### src/hw/rtl/ddo_pkg.sv
`default_nettype none

package ddo_pkg;

   localparam int TAYLOR_TERMS = 6;
   localparam int SERIES_LEN   = (TAYLOR_TERMS < 2) ? 2 : ((TAYLOR_TERMS > 8) ? 8 : TAYLOR_TERMS);
   localparam int J_W          = 3;

   localparam int MUL_W   = 33;
   localparam int PROD_W  = 2 * MUL_W;
   localparam int M_W     = 36;
   localparam int SUM_W   = 40;
   localparam int KDIV_W  = 4;
   localparam int REM_W   = 3;

   localparam int DIV_STEP    = 6;
   localparam int DIV_CYCLES  = M_W / DIV_STEP;
   localparam int DIV_CNT_W   = $clog2(DIV_CYCLES);

   localparam int CSR_INDEX_W = 4;
   localparam logic [CSR_INDEX_W-1:0] CSR_METERS_PER_TICK    = 4'd0;
   localparam logic [CSR_INDEX_W-1:0] CSR_INVERSE_WHEEL_BASE = 4'd1;

   localparam logic [23:0]    IWB_RESET = 24'd65536;
   localparam logic [M_W-1:0] Q28_ONE   = 36'd268435456;

   localparam logic [PROD_W-1:0] POS_LIMIT = 66'h7FFF_FFFF;
   localparam logic [PROD_W-1:0] NEG_LIMIT = 66'h8000_0000;

   typedef struct packed {
      logic signed [31:0] left_count;
      logic signed [31:0] right_count;
   } req_type;

   typedef struct packed {
      logic signed [31:0] left_travel;
      logic signed [31:0] right_travel;
      logic signed [31:0] robot_dx;
      logic signed [31:0] robot_dy;
      logic signed [31:0] robot_dtheta;
      logic [15:0]        sequence_res;
   } rsp_type;

   typedef struct packed {
      logic              start;
      logic [KDIV_W-1:0] divisor;
   } div_ctl_type;

   typedef struct packed {
      logic           done;
      logic [M_W-1:0] quotient;
   } div_stat_type;

   typedef enum logic [4:0] {
      ST_IDLE,
      ST_ABS,
      ST_TRAV_L,
      ST_TRAV_R,
      ST_DIFF,
      ST_SUMS,
      ST_THETA,
      ST_THETA_DONE,
      ST_SER_START,
      ST_SER_DIV,
      ST_SER_MUL,
      ST_SER_ACC,
      ST_SER_ADD,
      ST_CLAMP,
      ST_DX,
      ST_DY,
      ST_DY_WB,
      ST_OUT
   } state_type;

   function automatic logic [PROD_W-1:0] rnd_shift(input logic [PROD_W-1:0] p, input int sh);
      logic [PROD_W-1:0] half;
      half = {{(PROD_W-1){1'b0}}, 1'b1} << (sh - 1);
      return (p + half) >> sh;
   endfunction

   function automatic logic [31:0] mag_clip(input logic [PROD_W-1:0] mag, input logic neg);
      logic [31:0] r;
      if (neg) begin
         r = (mag >= NEG_LIMIT) ? 32'h8000_0000 : mag[31:0];
      end else begin
         r = (mag > POS_LIMIT) ? 32'h7FFF_FFFF : mag[31:0];
      end
      return r;
   endfunction

   function automatic logic [31:0] apply_sign(input logic [31:0] mag, input logic neg);
      return neg ? (32'd0 - mag) : mag;
   endfunction

   function automatic logic [31:0] sum_clip(input logic signed [SUM_W-1:0] v);
      logic [SUM_W-1:0] negv;
      logic [31:0]      r;
      negv = {SUM_W{1'b0}} - v;
      if (v > 40'sd2147483647) begin
         r = 32'h7FFF_FFFF;
      end else if (v < -40'sd2147483648) begin
         r = 32'h8000_0000;
      end else if (v[SUM_W-1]) begin
         r = negv[31:0];
      end else begin
         r = v[31:0];
      end
      return r;
   endfunction

endpackage

`default_nettype wire

### src/hw/rtl/ddo_mul.sv
`default_nettype none

module ddo_mul (
   input  wire logic                           clock,
   input  wire logic [ddo_pkg::MUL_W-1:0]      a,
   input  wire logic [ddo_pkg::MUL_W-1:0]      b,
   output logic      [ddo_pkg::PROD_W-1:0]     product
);

   logic [ddo_pkg::PROD_W-1:0] product_ff;

   always_ff @(posedge clock) begin
      product_ff <= ddo_pkg::PROD_W'(a) * ddo_pkg::PROD_W'(b);
   end

   assign product = product_ff;

endmodule

`default_nettype wire

### config.mk
export PLATFORM = sky130hd
export DESIGN_NAME = ddo_mul
export DESIGN_NICKNAME = d
export VERILOG_FILES = /design/src/hw/rtl/ddo_pkg.sv /design/src/hw/rtl/ddo_mul.sv
export SDC_FILE = /design/constraint.sdc
export NUM_CORES = 2
export LEC_CHECK = 0
export BUFFER_PORTS_ARGS = -buffer_cell sky130_fd_sc_hd__buf_2
export CAP_MARGIN = 40
export CORE_UTILIZATION = 60
export DETAILED_ROUTE_END_ITERATION = 10
export GPL_ROUTABILITY_DRIVEN = 0
export PLACE_DENSITY = 0.78
export SLEW_MARGIN = 40
export SYNTH_ARGS = -nofsm -noshare
export SYNTH_HDL_FRONTEND = slang
export SYNTH_SLANG_ARGS = --single-unit
### constraint.sdc
create_clock -name clock -period 11 [get_ports clock]
set_input_delay 3.3 -clock clock [delete_from_list [all_inputs] [get_ports clock]]
set_output_delay 3.3 -clock clock [all_outputs]
set_load 0.05 [all_outputs]
Yosys cells after proc, flatten, opt, wreduce, memory -nomap -nowiden
Cells that the tools add are included.

$mul: 1.

Operator list (number): 33-bit by 33-bit multiplier with 66-bit output (1).

Register bits: 66. Input bits: 67. Output and inout bits: 66.

Longest topological paths before layout
Depth after elaboration: 1. Depth in mapped cells: 30. Gate-level depth less buffers: 28.

Worst setup path before layout
No wires, ideal clock.

Path kind: input to register. From: in b[0] (netlist bit). To: reg product_ff (netlist bit product[58]). Setup time: 0.072 ns. Arrival time: 10.332 ns. Path slack: 0.596 ns. Stages: 28. Path buffers: 2. Cell sequence: clkbuf_1 and2_1 fa_1 inv_1 fa_1 inv_1 fa_1 inv_1 fa_1 inv_1 fa_1 fa_1 fa_1 inv_1 fa_1 inv_1 ha_1 buf_2 nand2_1 or4_1 or3_1 o22ai_1 o211a_1 o21ai_2 nand3b_4 o31a_1 o21ai_2 xor2_1.

Cells in the longest elaborated chain, start to end: 1.

RTL lines: start, declared (RTL line ddo_mul.sv:6) `input wire logic [ddo_pkg::MUL_W-1:0] b,`; 33-bit by 33-bit multiplier with 66-bit output (RTL line ddo_mul.sv:13) `product_ff <= ddo_pkg::PROD_W'(a) * ddo_pkg::PROD_W'(b);`; end signal, assigned (RTL line ddo_mul.sv:13); end, declared (RTL line ddo_mul.sv:10) `logic [ddo_pkg::PROD_W-1:0] product_ff;`.

No other way between the ends.

Final worst setup path
From: in b[13] (netlist bit). To: reg product_ff (netlist bit product[58]).

The elaborated chain is that of the path after synthesis.

==> impl_metrics.py <==
metrics = {
    "floorplanning": {
        "io_pins": 133,
        "fp.dieW_um": 249,
        "die_h_um": 249,
        "core_area_um2": 60400,
        "initial_core_util_pct": 60.6,
        "die-area_um2": 62000,
        "rows": 90,
    },
    "timing": {
        "worst_pin_slew_ns": 0.673,
        "setup_viol": 0,
        "fmax_mhz": 94.0,
        "setup_slack_ns": 0.359,
        "tns_ns": 0,
        "final.min_clock_period_ns": 10.64,
        "period_share_pct": 96.7,
        "finalHoldViolCount": 0,
        "max-slew-margin-rel_pct": 55.1,
        "rsz0062_at_grt": "false",
        "slew_violations": 0,
    },
    "grt": {
        "grt_pass1_wl_um": 155000,
        "grt_antenna_before_repair": 7,
        "grt_overflow": 0,
        "grt_use_total_pct": 32.4,
        "grt_start_max_net_pins": 34,
        "grt_pass1_vias": 29800,
    },
    "worst_hold_path": {
        "holdCritPathClass": "in -> reg",
        "min_from": "a[0]",
    },
    "place": {
        "dp_hpwl_um": 82700,
        "pre_cts_slack_ns": 0.0511,
        "placement.io_buffers": 132,
    },
    "detailed_routing": {
        "drtIter0Drc": 1454,
        "ant_nets": 0,
        "vias": 27000,
        "drc": 0,
        "wl_per_cell_um": 19.4,
        "firstDrtPassIters": 6,
        "vias_per_cell": 5.50,
        "wirelength_um": 95200,
    },
    "cts": {
        "ctsResizeCount": 0,
        "post_cts_buffers": 0,
        "cts-root-buf": "clkbuf_16",
        "cts_max_level": 3,
        "clkTransAtPathRegs_ns": 0.05,
        "cts.sinks": 66,
        "cts_tree": "built",
        "postCtsHoldBufs": 0,
        "clock_path_buffers": 2,
        "cts-buffers-inserted": 9,
    },
    "worst_setup_path": {
        "worst-path-stages": 25,
        "cp_data_arrival_time_ns": 10.90,
        "crit_start": "b[13]",
        "path_common_cell": "fa_1",
        "endpoint_kind": "register",
        "crit_required_ns": 11.26,
        "critical_path_peak_fanout": 33,
        "slowest_stage": "fa_1",
        "critPathKind": "in -> reg",
        "crit_family": "adder cells",
        "slowest_delay_ns": 0.59,
        "cp-start-kind": "input pin",
        "path_buf_inv": 5,
        "critPathCapture": "product[58]",
    },
    "synthesis": {
        "yosys_most_used_dff": "dfxtp_1",
        "synth_cell_type_count": 57,
        "synth_area_um2": 36600,
        "yosysWarningCount": 0,
        "synth_nets": 5338,
        "synth_edf_count": 0,
        "async_flop_share_pct": 0,
        "syn_avg_cell_area_um2": 9.04,
        "ys_seq_elements": 66,
        "syn_inst": 4048,
        "ys_seq_area_share_pct": 3.61,
    },
    "final_layout": {
        "largest_reg_flops": 66,
        "fin_util_pct": 64.4,
        "layout_common_cells": "1048 x inv_1, 958 x fa_1, 574 x and2_1, 567 x nand2_1, 265 x ha_1",
        "final_common_cell": "inv_1",
        "area_growth_pct": 6.17,
        "final_nets": 5401,
        "drive_above_1_share_pct": 6.92,
        "n_fill_cell": 4885,
    },
    "run_status": {
        "status": "finished, final reports clean",
    },
    "run": {
        "drv_cap": 0,
    },
}
==> per-layer routing <==
layer	vias up	part of all wire (%)	routed length [µm]	GRT usage [%]
met2	1152	50	48100	55.7
met5	-	0.017	16	0
met4	2	8.1	7760	22.2
met1	13800	35	32900	37.6
met3	358	6.8	6510	4.87
li1	11700	-	-	-
==> through the flow <==
step	hold WS [ns]	std cells	area [µm²]
5_1_grt	3.63	4901	38900
2_1_floorplan	3.43	4048	36600
6_report	3.60	4905	38900
3_3_place_gp	3.77	4882	38500
4_1_cts	3.60	4898	38800
3_5_place_dp	3.77	4882	38500
==> Yosys cell counts (all sizes together) (5+ instances only) <==
library cell	instances	area share, %
and3	7	0.12
xor2	24	0.57
nor2b	6	0.10
nand2	568	5.8
clkbuf	209	2.1
and2	574	9.8
ha	265	9.1
dfxtp	66	3.6
a211oi	5	0.10
o21ai	40	0.57
nand3	10	0.14
a21o	31	0.64
fa	958	52
xnor2	41	0.98
nor2	33	0.34
inv	1049	11
a31oi	6	0.10
nand4	16	0.27
o21bai	8	0.16
o21a	7	0.14
a21oi	73	1.0
==> area by class of cell <==
class	count	area (µm²)	area share (%)
multi-input combinational	2722	30600	78.6
inverter	1049	3940	10.1
timing repair buffer	263	1680	4.33
sequential	66	1320	3.40
tap	782	978	2.52
clock buffer	10	239	0.615
clock inverter	6	138	0.354
antenna	7	17.5	0.0451
==> how the worst min path moves through the flow <==
stage	end	slack (ns)	cells past startpoint
after detailed placement	product[54]	3.77	1
after global routing	product[0]	3.63	3
after global placement	product[30]	3.77	1
after CTS	product[0]	3.60	3
after floorplan	product[0]	3.43	1
final	product[0]	3.60	3
==> logic make-up after synthesis <==
| logic type | share of synthesized area (%) |
|---|---|
| adders and majority gates | 61.5 |
| buffers and inverters | 12.9 |
| xor gates and xnor gates | 1.56 |
| AOI/OAI and AO/OA | 3.45 |
| DFF | 3.61 |
| and+or+nand+nor | 17.0 |
Power is left out: the tool's default activity adds up to more than one toggle a clock period on the data nets, which glitch-free logic cannot reach.
