File: src/hw/rtl/ddo_pkg.sv
`default_nettype none

package ddo_pkg;

   localparam int TAYLOR_TERMS = 6;
   localparam int SERIES_LEN   = (TAYLOR_TERMS < 2) ? 2 : ((TAYLOR_TERMS > 8) ? 8 : TAYLOR_TERMS);
   localparam int J_W          = 3;

   localparam int MUL_W   = 33;
   localparam int PROD_W  = 2 * MUL_W;
   localparam int M_W     = 36;
   localparam int SUM_W   = 40;
   localparam int KDIV_W  = 4;
   localparam int REM_W   = 3;

   localparam int DIV_STEP    = 6;
   localparam int DIV_CYCLES  = M_W / DIV_STEP;
   localparam int DIV_CNT_W   = $clog2(DIV_CYCLES);

   localparam int CSR_INDEX_W = 4;
   localparam logic [CSR_INDEX_W-1:0] CSR_METERS_PER_TICK    = 4'd0;
   localparam logic [CSR_INDEX_W-1:0] CSR_INVERSE_WHEEL_BASE = 4'd1;

   localparam logic [23:0]    IWB_RESET = 24'd65536;
   localparam logic [M_W-1:0] Q28_ONE   = 36'd268435456;

   localparam logic [PROD_W-1:0] POS_LIMIT = 66'h7FFF_FFFF;
   localparam logic [PROD_W-1:0] NEG_LIMIT = 66'h8000_0000;

   typedef struct packed {
      logic signed [31:0] left_count;
      logic signed [31:0] right_count;
   } req_type;

   typedef struct packed {
      logic signed [31:0] left_travel;
      logic signed [31:0] right_travel;
      logic signed [31:0] robot_dx;
      logic signed [31:0] robot_dy;
      logic signed [31:0] robot_dtheta;
      logic [15:0]        sequence_res;
   } rsp_type;

   typedef struct packed {
      logic              start;
      logic [KDIV_W-1:0] divisor;
   } div_ctl_type;

   typedef struct packed {
      logic           done;
      logic [M_W-1:0] quotient;
   } div_stat_type;

   typedef enum logic [4:0] {
      ST_IDLE,
      ST_ABS,
      ST_TRAV_L,
      ST_TRAV_R,
      ST_DIFF,
      ST_SUMS,
      ST_THETA,
      ST_THETA_DONE,
      ST_SER_START,
      ST_SER_DIV,
      ST_SER_MUL,
      ST_SER_ACC,
      ST_SER_ADD,
      ST_CLAMP,
      ST_DX,
      ST_DY,
      ST_DY_WB,
      ST_OUT
   } state_type;

   function automatic logic [PROD_W-1:0] rnd_shift(input logic [PROD_W-1:0] p, input int sh);
      logic [PROD_W-1:0] half;
      half = {{(PROD_W-1){1'b0}}, 1'b1} << (sh - 1);
      return (p + half) >> sh;
   endfunction

   function automatic logic [31:0] mag_clip(input logic [PROD_W-1:0] mag, input logic neg);
      logic [31:0] r;
      if (neg) begin
         r = (mag >= NEG_LIMIT) ? 32'h8000_0000 : mag[31:0];
      end else begin
         r = (mag > POS_LIMIT) ? 32'h7FFF_FFFF : mag[31:0];
      end
      return r;
   endfunction

   function automatic logic [31:0] apply_sign(input logic [31:0] mag, input logic neg);
      return neg ? (32'd0 - mag) : mag;
   endfunction

   function automatic logic [31:0] sum_clip(input logic signed [SUM_W-1:0] v);
      logic [SUM_W-1:0] negv;
      logic [31:0]      r;
      negv = {SUM_W{1'b0}} - v;
      if (v > 40'sd2147483647) begin
         r = 32'h7FFF_FFFF;
      end else if (v < -40'sd2147483648) begin
         r = 32'h8000_0000;
      end else if (v[SUM_W-1]) begin
         r = negv[31:0];
      end else begin
         r = v[31:0];
      end
      return r;
   endfunction

endpackage

`default_nettype wire

File: src/hw/rtl/ddo_div.sv
`default_nettype none

module ddo_div (
   input  wire logic                         clock,
   input  wire logic                         reset,
   input  wire ddo_pkg::div_ctl_type         ctl,
   input  wire logic [ddo_pkg::M_W-1:0]      dividend,
   output ddo_pkg::div_stat_type             stat
);

   logic                             busy_ff;
   logic                             done_ff;
   logic [ddo_pkg::DIV_CNT_W-1:0]    count_ff;
   logic [ddo_pkg::REM_W-1:0]        rem_ff;
   logic [ddo_pkg::REM_W-1:0]        rem_in;
   logic [ddo_pkg::M_W-1:0]          work_ff;
   logic [ddo_pkg::M_W-1:0]          work_in;
   logic [ddo_pkg::KDIV_W-1:0]       divisor_ff;
   logic [ddo_pkg::KDIV_W-1:0]       trial;

   always_comb begin
      rem_in  = rem_ff;
      work_in = work_ff;
      trial   = '0;
      for (int i = 0; i < ddo_pkg::DIV_STEP; i++) begin
         trial   = {rem_in, work_in[ddo_pkg::M_W-1]};
         work_in = {work_in[ddo_pkg::M_W-2:0], 1'b0};
         if (trial >= divisor_ff) begin
            trial      = trial - divisor_ff;
            work_in[0] = 1'b1;
         end
         rem_in = trial[ddo_pkg::REM_W-1:0];
      end
   end

   always_ff @(posedge clock) begin
      if (reset) begin
         busy_ff  <= 1'b0;
         done_ff  <= 1'b0;
         count_ff <= '0;
      end else begin
         done_ff <= 1'b0;
         if (ctl.start) begin
            busy_ff  <= 1'b1;
            count_ff <= '0;
         end else if (busy_ff) begin
            count_ff <= count_ff + 1'b1;
            if (count_ff == ddo_pkg::DIV_CNT_W'(ddo_pkg::DIV_CYCLES - 1)) begin
               busy_ff <= 1'b0;
               done_ff <= 1'b1;
            end
         end
      end
   end

   always_ff @(posedge clock) begin
      if (ctl.start) begin
         work_ff    <= dividend;
         rem_ff     <= '0;
         divisor_ff <= ctl.divisor;
      end else if (busy_ff) begin
         work_ff <= work_in;
         rem_ff  <= rem_in;
      end
   end

   assign stat.done     = done_ff;
   assign stat.quotient = work_ff;

endmodule

`default_nettype wire
File: config.mk
export PLATFORM = sky130hd
export DESIGN_NAME = ddo_div
export DESIGN_NICKNAME = d
export VERILOG_FILES = /design/src/hw/rtl/ddo_pkg.sv /design/src/hw/rtl/ddo_div.sv
export SDC_FILE = /design/constraint.sdc
export NUM_CORES = 1
export LEC_CHECK = 0
export BUFFER_PORTS_ARGS = -buffer_cell sky130_fd_sc_hd__buf_2
export CAP_MARGIN = 20
export CORE_MARGIN = 2
export CORE_UTILIZATION = 57
export CTS_BUF_LIST = sky130_fd_sc_hd__clkbuf_16
export DETAILED_ROUTE_END_ITERATION = 10
export GPL_TIMING_DRIVEN = 0
export PLACE_DENSITY = 0.95
export SLEW_MARGIN = 5
export SYNTH_ARGS = -nofsm -noshare
export SYNTH_HDL_FRONTEND = slang
export SYNTH_SLANG_ARGS = --single-unit
File: constraint.sdc
create_clock -name clock -period 15.1 [get_ports clock]
set_clock_uncertainty 0.2 [all_clocks]
set_input_delay 1.51 -clock clock [delete_from_list [all_inputs] [get_ports clock]]
set_output_delay 1.51 -clock clock [all_outputs]
set_load 0.02 [all_outputs]
# [Word level (Yosys, flattened, before mapping)]
# Index checks and enable logic that the tools add are counted.
[word_totals] regBits=48 output_inout_bits=37 wordCells=42
[op_classes] n_lt_le_gt_ge=6 n_addsub=7 reduce_logical=3 mux=18 eq_ne=1 n_bitwise=1
[op_table] cell="$mux 36" count=2
[op_table] cell="$ge 4x4->1" count=6
[op_table] cell="$mux 3" count=6
[op_table] cell="$sub 3x3->3" count=6
[op_table] cell="$mux 1" count=10
[op_table] cell="$add 3x1->3 const B" count=1
[op_table] cell="$eq 3x3->1 const B" count=1
[op_table] cell="$reduce_or 3->1" count=1
[op_table] cell="$reduce_bool 2->1" count=1
[op_table] cell="$reduce_or 2->1" count=1
[op_table] cell="$not 1->1" count=1

# [Longest topological paths before layout]
[logic_depth] depth_word=14 mapped_depth=38

# [Least setup slack after synthesis]
# Ideal clock, no wire load.
[synth_timing] path_type="reg2reg" start="register divisor_ff[1] in the netlist's numbering" end="register work_ff[0] in the netlist's numbering, data pin" path_slack_ns=7.294 setup_ns=0.260 path_stages_with_launch=32 period_less_slack_ns=7.806 arrival_ns=7.346 path_cell_list="edfxtp_1 -> inv_1 -> fa_1 -> a21o_1 -> a21o_1 -> a21oi_2 -> mux2_2 -> inv_1 -> ha_1 -> a21bo_2 -> a21o_1 -> a21oi_2 -> mux2_2 -> fa_1 -> a21boi_1 -> o21ai_4 -> nor2_1 -> a21oi_1 -> inv_1 -> fa_1 -> and2b_2 -> o21ai_0 -> a2bb2oi_1 -> inv_1 -> fa_1 -> a21boi_0 -> o21ai_0 -> mux2_2 -> ha_1 -> a21oi_1 -> o21ai_1 -> mux2_2"
[synth_between] elab_chain_cells=14 word_cells_on_any_way=19 classes_between="add/sub (5); order compare (6); mux (8)"
[synth_lines] element="from (decl)" line_no="ddo_div.sv:18" text="logic [ddo_pkg::KDIV_W-1:0] divisor_ff;"
[synth_lines] element="from (signal assigned)" line_no="ddo_div.sv:60" text="divisor_ff <= ctl.divisor;"
[synth_lines] element="$ge 4x4->1 or $sub 3x3->3 (tied branches)" line_no="ddo_div.sv:28, ddo_div.sv:29"
[synth_lines] element="$mux 3" line_no="ddo_div.sv:28" text="if (trial >= divisor_ff) begin"
[synth_lines] element="$ge 4x4->1 or $sub 3x3->3 (tied branches)" line_no="ddo_div.sv:28, ddo_div.sv:29"
[synth_lines] element="$mux 3" line_no="ddo_div.sv:28"
[synth_lines] element="$ge 4x4->1 or $sub 3x3->3 (tied branches)" line_no="ddo_div.sv:28, ddo_div.sv:29"
[synth_lines] element="$mux 3" line_no="ddo_div.sv:28"
[synth_lines] element="$ge 4x4->1 or $sub 3x3->3 (tied branches)" line_no="ddo_div.sv:28, ddo_div.sv:29"
[synth_lines] element="$mux 3" line_no="ddo_div.sv:28"
[synth_lines] element="$ge 4x4->1 or $sub 3x3->3 (tied branches)" line_no="ddo_div.sv:28, ddo_div.sv:29"
[synth_lines] element="$mux 3" line_no="ddo_div.sv:28"
[synth_lines] element="$ge 4x4->1 *" line_no="ddo_div.sv:28"
[synth_lines] element="$mux 1 *" line_no="ddo_div.sv:28"
[synth_lines] element="$mux 36 *" line_no="ddo_div.sv:61" text="end else if (busy_ff) begin"
[synth_lines] element="$mux 36 *" line_no="ddo_div.sv:57" text="if (ctl.start) begin"
[synth_lines] element="to (signal assigned)" line_no="ddo_div.sv:58" text="work_ff <= dividend;"
[synth_lines] element="to (signal assigned)" line_no="ddo_div.sv:62" text="work_ff <= work_in;"
[synth_lines] element="to (decl)" line_no="ddo_div.sv:16" text="logic [ddo_pkg::M_W-1:0] work_ff;"
# Mark *: on every way between the ends. The rest lies on a longest branch, timed or not. The select of a mux whose other input is x is not followed.
# A chain may end at the register's enable or synchronous reset.

# [Worst setup path after layout]
[layout_timing] start="register divisor_ff[1] in the netlist's numbering" end="register rem_ff[1] in the netlist's numbering"
[layout_between] elab_chain_cells=12 word_cells_on_any_way=18 classes_between="add/sub (6); order compare (6); mux (6)"
[layout_lines] element="$ge 4x4->1 or $sub 3x3->3 (tied branches)" line_no="ddo_div.sv:28, ddo_div.sv:29"
[layout_lines] element="$mux 3" line_no="ddo_div.sv:28"
[layout_lines] element="$ge 4x4->1 or $sub 3x3->3 (tied branches)" line_no="ddo_div.sv:28, ddo_div.sv:29"
[layout_lines] element="$mux 3" line_no="ddo_div.sv:28"
[layout_lines] element="$ge 4x4->1 or $sub 3x3->3 (tied branches)" line_no="ddo_div.sv:28, ddo_div.sv:29"
[layout_lines] element="$mux 3" line_no="ddo_div.sv:28"
[layout_lines] element="$ge 4x4->1 or $sub 3x3->3 (tied branches)" line_no="ddo_div.sv:28, ddo_div.sv:29"
[layout_lines] element="$mux 3" line_no="ddo_div.sv:28"
[layout_lines] element="$ge 4x4->1 or $sub 3x3->3 (tied branches)" line_no="ddo_div.sv:28, ddo_div.sv:29"
[layout_lines] element="$mux 3" line_no="ddo_div.sv:28"
[layout_lines] element="$ge 4x4->1 or $sub 3x3->3 (tied branches)" line_no="ddo_div.sv:28, ddo_div.sv:29"
[layout_lines] element="$mux 3 *" line_no="ddo_div.sv:28"
[layout_lines] element="to (signal assigned)" line_no="ddo_div.sv:63" text="rem_ff <= rem_in;"
[layout_lines] element="to (decl)" line_no="ddo_div.sv:14" text="logic [ddo_pkg::REM_W-1:0] rem_ff;"
# Mark *: on every way between the ends. The rest lies on a longest branch, timed or not.

==> qor.txt <==
synthesized net count - 298
design area - 3510 sq um
Clock Latency Late Sink - 0.29 ns
number of H-tree levels - 2
status - finished, final reports clean
initial antenna violation count - 0
placed wire-length estimate - 4960 microns
leakage - 1.58 nW
setup slack after layout - 6.20 ns
Max Cap Viol - 0
Non-Filler Instances - 377
commonest non-fill, non-tap cell in the layout - buf_2
Worst setup EP type - flip-flop
WL per Instance - 17.9 microns
slowest stage delay, CP - 0.54 ns
fill cell count - 300
Critical Path Source - divisor_ff[1]
PD cells - 240 nW/um^2
hold path depth - 2
Placement Setup Slack - 6.32 ns
flop2flop setup slack - 6.20 ns
Slew Viols, Final - 0
port buffer count - 79
Synth warnings - 0
CP max FO - 9
Initial Util - 60.0%
detailed-route vias per instance - 5.69
Vert. Die Dim - 75.2 microns
antenna-violating nets left - 0
Tcrit/Tclk final - 59.0%
Worst Hold End - done_ff
vias in the first global route - 2234
RSZ-0062 raised after global routing - false
clock sink count - 48
number of inserted diodes - 0
largest net degree at the start of global routing - 37
CP Data Required Time - 15.06 ns
Post-DP Area - 3370 sq um
DIE AREA - 5650 sq um
share of cells above drive strength 1 - 43.9%
r2r endpoint - rem_ff[1]
FMAX - 112 MHz
peak supply drop - 0.137 mV
CORE AREA - 4820 sq um
Area growth, synth to finish - 21.5%
HP Class - reg -> reg
FF-to-FF path depth - 33
ys async rst share - 0%
drt drc - 0
global-route wire length before repair - 10600 microns
CTS Root Cell - clkbuf_16
Total Routing Usage GR - 26.0%
Crit Reg-Reg Startpoint - divisor_ff[1]
Cell variety after synth - 40
Seq cells post-synth - 48
Max stage delay cell, worst path - edfxtp_1
Row Count - 25
hold_sp - count_ff[2]
final setup fails - 0
via count - 2146
Critical Path AT - 8.86 ns
predominant post-synthesis flop cell - edfxtp_1
Total Power - 0.000843 W
Critical Path Start Type - flip-flop
nets - 384
worst-margin pin slew - 0.813 ns
Final GP Congestion - 0.861
Final min period - 8.90 ns
Iter 0 DRT Violations - 137
cts bufs inserted - 5
Syn Inst Count - 223
Post-synth EDFFs - 40
sequential fraction of the synthesis area - 47.1%
clk slew on worst S/H paths - 0.06 ns
post-CTS resize count - 0
GRT Residual Overflow - 0
most frequent cells in the layout - buf_2 (82), mux2_2 (40), edfxtp_1 (40)
slew margin rel. - 45.8%
setup bufs post-CTS - 0
WL final - 6760 microns
cts hold-fix bufs - 0
Syn Std Cell Area - 2890 sq um
chip width - 75.2 microns
worst setup path class - reg -> reg
Hold Violations, Final - 0
# IOs - 80
CTS tree - yes
DP Cell Count - 369
Syn Area/Cell - 13.0 sq um
Fin Setup TNS - 0 ns
clock buffer depth - 2
Initial DRT Pass Iterations - 4
[flip-flops by register name, indices dropped and copies added (netlist names)]
signal,flops
count_ff,3
work_ff,36
busy_ff,1
rem_ff,3
divisor_ff,4
done_ff,1
[cells in the mapped netlist, types with 2 or more instances]
master    instances  share of area, %
buf_2             3              0.52
o21ai_0           6               1.0
nand2_1           9               1.2
mux2_2           40                16
dfxtp_1           8               5.5
o31ai_1           2              0.52
inv_1            19               2.5
nand2b_1          4              0.87
nor3_1            2              0.35
ha_1             26                11
xnor2_1           7               2.1
a21oi_1           8               1.4
nor2_1            6              0.78
o211ai_1          2              0.52
a21o_1            4               1.0
a21oi_2           2              0.61
clkbuf_1          3              0.39
edfxtp_1         40                42
fa_1              6               4.2
mux2i_1           6               2.1
[routing by layer]
| layer | track usage [%] | wire length (microns) | vias to the layer above | share of wire, % |
|---|---|---|---|---|
| met1 | 29.7 | 2490 | 1044 | 37 |
| met4 | 12.1 | 210 | 0 | 3.1 |
| met2 | 45.2 | 3550 | 92 | 53 |
| met3 | 7.10 | 510 | 19 | 7.5 |
| met5 | 0 | 0 | - | 0 |
| li1 | - | - | 991 | - |
[worst max path at each step]
stage / to / slack (ns) / depth (start not counted)
2_1_floorplan: work_ff[0] / 7.29 / 31
3_3_place_gp: work_ff[0] / 6.64 / 31
3_5_place_dp: work_ff[0] / 6.32 / 31
4_1_cts: rem_ff[1] / 6.23 / 33
5_1_grt: rem_ff[0] / 5.70 / 33
6_report: rem_ff[1] / 6.20 / 33
[stage by stage]
| stage | util (%) | hold slack (ns) |
|---|---|---|
| floorplan | - | 0.256 |
| detailed placement | 69.9 | 0.284 |
| finish | 72.9 | 0.296 |
| global placement | 69.9 | 0.276 |
| CTS | 72.9 | 0.293 |
| global route | 72.9 | 0.315 |
[critical path: cells and delay by family (launching register included)]
family / cells / cell delay (ns)
DFF: 1 / 0.54
adders and majority gates: 6 / 2.36
and+or+nand+nor: 4 / 0.50
buffers and inverters: 4 / 0.57
muxes: 3 / 1.24
AOI/OAI and AO/OA: 16 / 3.36
[where the power goes]
group / switching, W / internal (W) / leakage (nW)
Clock: 0.0000469 / 0.0000605 / 0.0764
Combinational: 0.000315 / 0.000230 / 1.04
Sequential: 0.0000147 / 0.000176 / 0.468
[area by class of cell]
type / instances / area, sq um / share of cell area (%)
Timing Repair Buffer: 79 / 395 / 11.3
Inverter: 19 / 71.3 / 2.03
Clock buffer: 5 / 125 / 3.57
Buffer: 7 / 33.8 / 0.963
Multi-Input combinational cell: 149 / 1420 / 40.5
Tap cell: 67 / 83.8 / 2.39
Sequential cell: 48 / 1360 / 38.8
Clock inverter: 3 / 16.3 / 0.463
[kinds of logic after synthesis]
family	count (synthesis)	share of synthesized area, %
adders and majority gates	32	15.4
DFF	48	47.1
xor gates and xnor gates	8	2.43
AOI/OAI and AO/OA	37	9.36
buffers and inverters	26	3.64
and+or+nand+nor	26	4.37
muxes	46	17.7
(Power assumes the default switching activity.)
